--- config.mk ---
export PLATFORM = sky130hd
export DESIGN_NAME = ordered_deque_with_removal_flat
export DESIGN_NICKNAME = d
export VERILOG_FILES = /design/src/sv/odq_pkg.sv /design/src/sv/odq_cmd_if.sv /design/src/sv/odq_res_if.sv /design/src/sv/odq_cell.sv /design/src/sv/ordered_deque_with_removal.sv /design/src/flat_wrapper.sv
export VERILOG_INCLUDE_DIRS = /design/src /design/src/sv
export SDC_FILE = /design/constraint.sdc
export NUM_CORES = 1
export LEC_CHECK = 0
export BUFFER_PORTS_ARGS = -buffer_cell sky130_fd_sc_hd__buf_2
export CAP_MARGIN = 5
export CORE_ASPECT_RATIO = 2
export CORE_MARGIN = 5
export CORE_UTILIZATION = 50
export CTS_BUF_LIST = sky130_fd_sc_hd__clkbuf_2
export CTS_CLUSTER_DIAMETER = 80
export DETAILED_ROUTE_END_ITERATION = 8
export PLACE_DENSITY_LB_ADDON = 0.08
export SLEW_MARGIN = 20
export SYNTH_ARGS = -nofsm -noshare
export SYNTH_HDL_FRONTEND = slang
export SYNTH_SLANG_ARGS = --single-unit
--- constraint.sdc ---
create_clock -name clk -period 4.6 [get_ports clk]
set_input_delay 0.46 -clock clk [delete_from_list [all_inputs] [get_ports clk]]
set_output_delay 0.46 -clock clk [all_outputs]
set_load 0.02 [all_outputs]
--- src/sv/ordered_deque_with_removal_assert.svh ---
// Assertion macros used by the queue RTL.
`ifndef ORDERED_DEQUE_WITH_REMOVAL_ASSERT_SVH
`define ORDERED_DEQUE_WITH_REMOVAL_ASSERT_SVH

// Expression holds at every clock edge outside reset.
`define ODQ_ASSERT(label, expr, msg) \
    label: assert property (@(posedge clk) disable iff (!rst_n) (expr)) else $error(msg);

// Antecedent this cycle implies consequent next cycle.
`define ODQ_ASSERT_NEXT(label, ante, cons, msg) \
    label: assert property (@(posedge clk) disable iff (!rst_n) (ante) |=> (cons)) \
        else $error(msg);

`endif

--- src/sv/odq_pkg.sv ---
`default_nettype none
package odq_pkg;

    localparam int CMD_W = 3;
    localparam int ST_W  = 3;

    localparam logic [CMD_W-1:0] CMD_PUSH_REAR  = 3'd0;
    localparam logic [CMD_W-1:0] CMD_PUSH_FRONT = 3'd1;
    localparam logic [CMD_W-1:0] CMD_POP_FRONT  = 3'd2;
    localparam logic [CMD_W-1:0] CMD_POP_REAR   = 3'd3;
    localparam logic [CMD_W-1:0] CMD_DEL_KEY    = 3'd4;
    localparam logic [CMD_W-1:0] CMD_DEL_POS    = 3'd5;

    localparam logic [ST_W-1:0] ST_OK       = 3'd0;
    localparam logic [ST_W-1:0] ST_EMPTY    = 3'd1;
    localparam logic [ST_W-1:0] ST_FULL     = 3'd2;
    localparam logic [ST_W-1:0] ST_BADPOS   = 3'd3;
    localparam logic [ST_W-1:0] ST_NOTFOUND = 3'd4;

    // which cell a removal command targets
    typedef struct packed {
        logic pick_front;
        logic pick_rear;
        logic pick_key;
        logic pick_pos;
    } odq_pick_t;

    // broadcast update for the row of cells
    typedef struct packed {
        logic ins_front;
        logic ins_rear;
        logic remove;
    } odq_upd_t;

endpackage
`default_nettype wire

--- src/sv/odq_cmd_if.sv ---
`default_nettype none
interface odq_cmd_if #(
    parameter int KEY_WIDTH = 16,
    parameter int CNT_W     = 5
);
    import odq_pkg::*;

    logic                 valid;
    logic                 ready;
    logic [CMD_W-1:0]     cmd;
    logic [KEY_WIDTH-1:0] key;
    logic [CNT_W-1:0]     position;

    modport source (output valid, output cmd, output key, output position, input ready);
    modport sink   (input valid, input cmd, input key, input position, output ready);
endinterface
`default_nettype wire

--- src/sv/odq_res_if.sv ---
`default_nettype none
interface odq_res_if #(
    parameter int KEY_WIDTH = 16,
    parameter int CNT_W     = 5
);
    import odq_pkg::*;

    logic                 valid;
    logic                 ready;
    logic [ST_W-1:0]      status;
    logic [KEY_WIDTH-1:0] removed_key;
    logic [CNT_W-1:0]     count;

    modport source (output valid, output status, output removed_key, output count, input ready);
    modport sink   (input valid, input status, input removed_key, input count, output ready);
endinterface
`default_nettype wire

--- src/sv/odq_cell.sv ---
`default_nettype none
module odq_cell #(
    parameter int KEY_WIDTH = 16,
    parameter int CNT_W     = 5,
    parameter int INDEX     = 0
) (
    input  wire logic                 clk,
    input  wire odq_pkg::odq_pick_t   pick,
    input  wire odq_pkg::odq_upd_t    upd,
    input  wire logic [CNT_W-1:0]     count,
    input  wire logic [KEY_WIDTH-1:0] search_key,
    input  wire logic [CNT_W-1:0]     position,
    input  wire logic [KEY_WIDTH-1:0] new_key,
    input  wire logic                 rm,
    input  wire logic [KEY_WIDTH-1:0] left_key,
    input  wire logic [KEY_WIDTH-1:0] right_key,
    output logic [KEY_WIDTH-1:0]      key_q,
    output logic                      sel
);
    import odq_pkg::*;

    localparam logic [CNT_W-1:0] IDX = CNT_W'(INDEX);

    logic [KEY_WIDTH-1:0] key_reg;
    logic [KEY_WIDTH-1:0] key_next;
    logic                 in_range;

    assign in_range = (IDX < count);

    always_comb
    begin
        sel = in_range & ((pick.pick_front & (IDX == '0))
                        | (pick.pick_rear  & (IDX == count - 1'b1))
                        | (pick.pick_key   & (key_reg == search_key))
                        | (pick.pick_pos   & (position != '0) & (position - 1'b1 == IDX)));
    end

    always_comb
    begin
        key_next = key_reg;
        if (upd.ins_front)
        begin
            key_next = (INDEX == 0) ? new_key : left_key;
        end
        else if (upd.ins_rear && (IDX == count))
        begin
            key_next = new_key;
        end
        else if (upd.remove && rm)
        begin
            key_next = right_key;
        end
    end

    always_ff @(posedge clk)
    begin
        key_reg <= key_next;
    end

    assign key_q = key_reg;

endmodule
`default_nettype wire

--- src/sv/ordered_deque_with_removal.sv ---
// Bounded double-ended queue of keys with removal by key or by position.
// cmd_ch (sink) carries one item per command: cmd, key and a 1-based
// position. res_ch (source) returns one item per command: status, the
// removed key (zero unless something was removed) and the count after it.
// The keys sit in a row of DEPTH cells, front in cell 0; every cell compares
// its key and shifts towards either neighbour.
// In the accept cycle of an item every cell flags whether it is the target;
// in the next cycle the first flagged cell is isolated, the row shifts and
// the result is registered and then held until it is taken. No new item is
// taken while one is executing.
// While a result waits the block is idle and takes a new item at the edge
// at which the result is taken; a stalled receiver therefore holds off the
// sender. Reset empties the queue at once; cell contents need no clearing.
`default_nettype none
module ordered_deque_with_removal #(
    parameter int DEPTH     = 16,
    parameter int KEY_WIDTH = 16
) (
    input wire logic clk,
    input wire logic rst_n,
    odq_cmd_if.sink  cmd_ch,
    odq_res_if.source res_ch
);
    import odq_pkg::*;

    localparam int CNT_W = $clog2(DEPTH + 1);
    localparam logic [DEPTH-1:0] ONE_VEC = DEPTH'(1);
    localparam logic [CNT_W-1:0] FULL_CNT = CNT_W'(DEPTH);
    localparam logic S_IDLE = 1'b0;
    localparam logic S_EXEC = 1'b1;

    logic                 state_reg, state_next;
    logic [CNT_W-1:0]     count_reg, count_next;
    logic [CMD_W-1:0]     cmd_reg;
    logic [KEY_WIDTH-1:0] key_reg;
    logic [DEPTH-1:0]     hit_reg;
    logic                 out_valid_reg, out_valid_next;
    logic [ST_W-1:0]      status_reg, status_next;
    logic [KEY_WIDTH-1:0] removed_reg, removed_next;

    logic                 accept;
    odq_pick_t            pick;
    odq_upd_t             upd;
    logic [DEPTH-1:0]     first;
    logic [DEPTH-1:0]     rm_mask;
    logic [DEPTH-1:0]     sel;
    logic [KEY_WIDTH-1:0] cell_key [DEPTH];
    logic                 is_push, is_remove, full, empty;

    assign cmd_ch.ready = (state_reg == S_IDLE) && (!out_valid_reg || res_ch.ready);
    assign accept       = cmd_ch.valid && cmd_ch.ready;

    always_comb
    begin
        pick = '0;
        if (accept)
        begin
            case (cmd_ch.cmd)
                CMD_POP_FRONT: pick.pick_front = 1'b1;
                CMD_POP_REAR:  pick.pick_rear  = 1'b1;
                CMD_DEL_KEY:   pick.pick_key   = 1'b1;
                CMD_DEL_POS:   pick.pick_pos   = 1'b1;
                default:       pick = '0;
            endcase
        end
    end

    // lowest set flag wins, and every cell from there to the rear shifts
    assign first   = hit_reg & (~hit_reg + ONE_VEC);
    assign rm_mask = ~(first - ONE_VEC);

    assign is_push   = (cmd_reg == CMD_PUSH_REAR) || (cmd_reg == CMD_PUSH_FRONT);
    assign is_remove = (cmd_reg == CMD_POP_FRONT) || (cmd_reg == CMD_POP_REAR)
                    || (cmd_reg == CMD_DEL_KEY)   || (cmd_reg == CMD_DEL_POS);
    assign full  = (count_reg == FULL_CNT);
    assign empty = (count_reg == '0);

    always_comb
    begin
        upd = '0;
        if (state_reg == S_EXEC)
        begin
            upd.ins_front = (cmd_reg == CMD_PUSH_FRONT) && !full;
            upd.ins_rear  = (cmd_reg == CMD_PUSH_REAR) && !full;
            upd.remove    = is_remove && (first != '0);
        end
    end

    always_comb
    begin
        removed_next = '0;
        for (int i = 0; i < DEPTH; i++)
        begin
            removed_next = removed_next | (first[i] ? cell_key[i] : '0);
        end
    end

    always_comb
    begin
        status_next = ST_OK;
        if (is_push && full)
        begin
            status_next = ST_FULL;
        end
        else if (is_remove && empty)
        begin
            status_next = ST_EMPTY;
        end
        else if ((cmd_reg == CMD_DEL_POS) && (hit_reg == '0))
        begin
            status_next = ST_BADPOS;
        end
        else if ((cmd_reg == CMD_DEL_KEY) && (hit_reg == '0))
        begin
            status_next = ST_NOTFOUND;
        end
    end

    always_comb
    begin
        state_next     = state_reg;
        count_next     = count_reg;
        out_valid_next = out_valid_reg;
        if (out_valid_reg && res_ch.ready)
        begin
            out_valid_next = 1'b0;
        end
        case (state_reg)
            S_IDLE:
            begin
                if (accept)
                begin
                    state_next = S_EXEC;
                end
            end
            S_EXEC:
            begin
                state_next     = S_IDLE;
                out_valid_next = 1'b1;
                if (upd.ins_front || upd.ins_rear)
                begin
                    count_next = count_reg + 1'b1;
                end
                else if (upd.remove)
                begin
                    count_next = count_reg - 1'b1;
                end
            end
            default:
            begin
                state_next = S_IDLE;
            end
        endcase
    end

    always_ff @(posedge clk or negedge rst_n)
    begin
        if (!rst_n)
        begin
            state_reg     <= S_IDLE;
            count_reg     <= '0;
            out_valid_reg <= 1'b0;
        end
        else
        begin
            state_reg     <= state_next;
            count_reg     <= count_next;
            out_valid_reg <= out_valid_next;
        end
    end

    always_ff @(posedge clk)
    begin
        if (accept)
        begin
            cmd_reg <= cmd_ch.cmd;
            key_reg <= cmd_ch.key;
            hit_reg <= sel;
        end
        if (state_reg == S_EXEC)
        begin
            status_reg  <= status_next;
            removed_reg <= removed_next;
        end
    end

    genvar g;
    generate
        for (g = 0; g < DEPTH; g++)
        begin : g_cell
            odq_cell #(
                .KEY_WIDTH (KEY_WIDTH),
                .CNT_W     (CNT_W),
                .INDEX     (g)
            ) u_cell (
                .clk        (clk),
                .pick       (pick),
                .upd        (upd),
                .count      (count_reg),
                .search_key (cmd_ch.key),
                .position   (cmd_ch.position),
                .new_key    (key_reg),
                .rm         (rm_mask[g]),
                .left_key   (cell_key[(g == 0) ? 0 : g - 1]),
                .right_key  (cell_key[(g == DEPTH - 1) ? g : g + 1]),
                .key_q      (cell_key[g]),
                .sel        (sel[g])
            );
        end
    endgenerate

    assign res_ch.valid       = out_valid_reg;
    assign res_ch.status      = status_reg;
    assign res_ch.removed_key = removed_reg;
    assign res_ch.count       = count_reg;

`include "ordered_deque_with_removal_assert.svh"

    `ODQ_ASSERT(a_count_bound, count_reg <= FULL_CNT, "count beyond depth")
    `ODQ_ASSERT(a_single_target,
        (state_reg != S_EXEC) || (cmd_reg == CMD_DEL_KEY) || $onehot0(hit_reg),
        "more than one target cell")
    `ODQ_ASSERT_NEXT(a_accept_exec, accept, (state_reg == S_EXEC) && !out_valid_reg,
        "accept did not start execution")
    `ODQ_ASSERT_NEXT(a_exec_result, state_reg == S_EXEC,
        out_valid_reg && (state_reg == S_IDLE), "execution gave no result")
    `ODQ_ASSERT_NEXT(a_stall_hold, out_valid_reg && !res_ch.ready,
        $stable(count_reg) && out_valid_reg, "queue changed under stalled result")

endmodule
`default_nettype wire

--- src/flat_wrapper.sv ---
// flat-port wrapper written by rule: the top's interface ports become plain ports
module ordered_deque_with_removal_flat import odq_pkg::*;
#(
    parameter int DEPTH     = 16,
    parameter int KEY_WIDTH = 16
)
  (clk, rst_n, cmd_ch_valid, cmd_ch_cmd, cmd_ch_key, cmd_ch_position, cmd_ch_ready, res_ch_valid, res_ch_status, res_ch_removed_key, res_ch_count, res_ch_ready);
  odq_cmd_if #(.KEY_WIDTH(KEY_WIDTH), .CNT_W((5))) cmd_ch_i ();
  odq_res_if #(.KEY_WIDTH(KEY_WIDTH), .CNT_W((5))) res_ch_i ();
  input wire logic clk;
  input wire logic rst_n;
  input wire logic [$bits(cmd_ch_i.valid)-1:0] cmd_ch_valid;
  input wire logic [$bits(cmd_ch_i.cmd)-1:0] cmd_ch_cmd;
  input wire logic [$bits(cmd_ch_i.key)-1:0] cmd_ch_key;
  input wire logic [$bits(cmd_ch_i.position)-1:0] cmd_ch_position;
  output wire logic [$bits(cmd_ch_i.ready)-1:0] cmd_ch_ready;
  output wire logic [$bits(res_ch_i.valid)-1:0] res_ch_valid;
  output wire logic [$bits(res_ch_i.status)-1:0] res_ch_status;
  output wire logic [$bits(res_ch_i.removed_key)-1:0] res_ch_removed_key;
  output wire logic [$bits(res_ch_i.count)-1:0] res_ch_count;
  input wire logic [$bits(res_ch_i.ready)-1:0] res_ch_ready;
  assign cmd_ch_i.valid = cmd_ch_valid;
  assign cmd_ch_i.cmd = cmd_ch_cmd;
  assign cmd_ch_i.key = cmd_ch_key;
  assign cmd_ch_i.position = cmd_ch_position;
  assign cmd_ch_ready = cmd_ch_i.ready;
  assign res_ch_valid = res_ch_i.valid;
  assign res_ch_status = res_ch_i.status;
  assign res_ch_removed_key = res_ch_i.removed_key;
  assign res_ch_count = res_ch_i.count;
  assign res_ch_i.ready = res_ch_ready;
  ordered_deque_with_removal #(.DEPTH(DEPTH), .KEY_WIDTH(KEY_WIDTH)) u_core (.clk(clk), .rst_n(rst_n), .cmd_ch(cmd_ch_i), .res_ch(res_ch_i));
endmodule
==> flow_summary.ini <==
[logic_synthesis]
synth_top_area_share_pct = 43.8
async_reset_ff_share_pct = 2.21
yosys-top-cells-count = 378 x nand2_1, 310 x edfxtp_1, 256 x xnor2_1
yosys-top-cells-area = edfxtp_1 44%, mux2i_1 11%, xnor2_1 11%, nand2_1 6.7%, o21ai_0 4.6%
synth_top_area_cell = edfxtp_1
synthCells = 2129
synth.distinct_cells = 72
ys.flop_type = edfxtp_1
synth_seq_cells = 317
syn_avg_cell_area_um2 = 9.97
syn_nets = 2163
netlist_area_um2 = 21200
synth_edf_count = 310
ys_seq_area_share_pct = 44.7
yosys_warnings = 0
yosysMostFrequentCell = nand2_1

[route]
drt_first_iter_violations = 1745
via_per_inst = 6.46
num_vias = 17800
drc = 0
drt_wl_total_um = 84900
routedWlPerCell_um = 30.8
dr.pass1.iters = 5
postRouteAntennaNets = 0

[sta]
final_max_slew_viol_count = 0
final_hold_viol_count = 0
tns_ns = 0
setup_viol = 0
fmax_mhz = 296
min_period_ns = 3.38
tightest_slew_ns = 1.18
relSlewSlack_pct = 20.6
rsz0062_at_grt = false
fin_crit_sh_pct = 73.4
finalClockSkew_ns = 0.0986

[critical_path]
crit_fanout = 13
r2r_slack_ns = 1.22
critPathLaunch = u_core.res_ch.count[0]
crit_path_start_kind = flip-flop
cp-end-kind = flip-flop
rr_startpoint = u_core.res_ch.count[0]
worstSetupEndpoint = u_core.hit_reg[1]
worst_r2r_endpoint = u_core.hit_reg[1]
critPathArrivalTime_ns = 4.22
critical_path_class = flip-flop to flip-flop
critPathRequiredTime_ns = 5.44
r2r_cells = 7

[outcome]
outcome = completed

[power_and_ir_drop]
pwr_density_cell_nw_per_um2 = 335
power_leakage_nw = 8.09
power_mw = 7.57
vdd.ir_drop.worst_mv = 0.168

[global_routing]
grt_max_degree = 130
gr-usage-all-layers_pct = 35.5
grt_pass1_wl_um = 121000
grt_pass1_vias = 17500
antenna_found_initial = 4
grt_overflow_total = 0

[floorplanning]
start_util_pct = 50.7
io_pins = 54
num_rows = 106
core-area_um2 = 41900
dieArea_um2 = 46900
die_h_um = 301
die_x_um = 156

[final_layout]
fillCellCount = 3928
final-seq-area_um2 = 9480
drive_above_1_share_pct = 12.3
nets = 2196
multi_input_area_um2 = 10800
largest_register_ffs = 256
final_util_pct = 54.0
synthToLayoutAreaGrowth_pct = 6.50

[placement]
dpl.hpwl_um = 63900
io_buffer_count = 53
gp_congestion = 0.983

[cts]
h-tree-depth = 3
clock_latency_ns = 1.10
numCtsBuffers = 79
post_cts_buffers = 0
tritoncts = done
cts_max_path_buffers = 3
clk_pin_slew_worst_paths_ns = 0.11
post_cts_resized = 0
cts.sinks = 317
cts-root-buf = clkbuf_2

[flow_run]
max_cap_violations = 0

[hold_path]
holdCritPathClass = input port to flip-flop
-- repair_timing --
action / CTS / global route
hold buffers: 24 / 0
endpoints found under the setup margin: 0 / 0
hold endpoints to repair: 31 / 0
-- per-layer routing --
metal / vias to the layer above / track usage [%] / share of wire (%) / wire length (um)
li1: 7879 / - / - / -
met1: 8590 / 37.4 / 33 / 28300
met2: 1002 / 62.0 / 50 / 42900
met3: 304 / 5.17 / 6.2 / 5270
met4: 0 / 28.5 / 10 / 8460
met5: - / 0 / 0 / 0
-- logic make-up (layout without fill, tap and decap cells) --
logic type | count (synthesis) | in the layout | synth area share [%]
other | 0 | 5 | 0
AO/OA/AOI/OAI | 443 | 443 | 12.7
XOR/XNOR | 258 | 258 | 10.6
buffers and inverters | 192 | 271 | 4.68
flip-flops | 317 | 317 | 44.7
multiplexers | 241 | 241 | 11.5
AND/OR/NAND/NOR | 672 | 672 | 15.5
adder cells (fa/ha/maj) | 6 | 6 | 0.354
-- cell type report --
cell class                      instances  area share (%)
Multi-Input combinational cell       1620            47.7
Sequential cell                       317            41.9
Timing Repair Buffer                  137            4.39
Tap cell                              540            2.99
Clock buffer                          105            2.32
Clock inverter                         22           0.481
Inverter                                7           0.116
Antenna cell                            5          0.0553
-- power by group --
group,internal [mW],switching [mW]
logic,0.599,1.12
registers,3.50,0.444
clock network,0.622,1.28
total,4.72,2.84
-- metrics by stage --
step | instances | area (um^2) | setup slack (ns) | hold slack, ns
after floorplan | 2129 | 21200 | 1.02 | 0.164
after global placement | 2597 | 21700 | 1.25 | 0.313
after detailed placement | 2597 | 21700 | 1.29 | 0.318
after CTS | 2748 | 22600 | 1.32 | 0.0328
after global routing | 2752 | 22600 | 1.09 | 0.0984
final | 2753 | 22600 | 1.22 | 0.0709
-- layout by cell type, fill, tap and decap left out, types with 5 or more instances in the layout --
cell,n
a211o_1,5
nor4_1,23
o211ai_1,12
o21ai_1,61
edfxtp_1,310
nand3_1,40
and2_1,6
o21ai_0,192
a211oi_1,15
buf_4,57
dfrtp_1,7
buf_2,53
a22oi_1,32
and3_1,12
nand2b_1,9
mux2_2,16
a221o_1,8
and3b_1,9
nor2_1,31
a22o_1,18
nand3b_1,28
nand4_1,73
dlygate4sd3_1,24
clkinv_2,5
nor2b_1,11
diode_2,5
xnor2_1,256
ha_1,6
clkinv_1,10
clkbuf_2,105
a221oi_1,14
inv_1,7
a31oi_1,21
mux2i_1,225
a21oi_1,33
nand2_1,378
a32oi_1,6
nor3_1,11
-- critical path: stages, from the launching register on --
cell and delay (ns):
dfrtp_1 0.54, inv_1 0.22, ha_1 0.33, or3b_2 0.55, xnor2_1 0.16, nor4_1 0.91
nand2_1 0.14, a21oi_1 0.35
-- worst min path at each step --
stage,start,to,slack (ns),cells past startpoint
after floorplan,rst_n,u_core.res_ch.count[0],0.16,0
after global placement,rst_n,u_core.res_ch.valid,0.31,1
after detailed placement,rst_n,u_core.res_ch.valid,0.32,1
after CTS,cmd_ch_position[2],u_core.hit_reg[7],0.03,4
after global routing,cmd_ch_position[1],u_core.hit_reg[13],0.1,4
final,cmd_ch_position[2],u_core.hit_reg[7],0.07,4
Note: power is estimated with default switching activity, not from simulation.
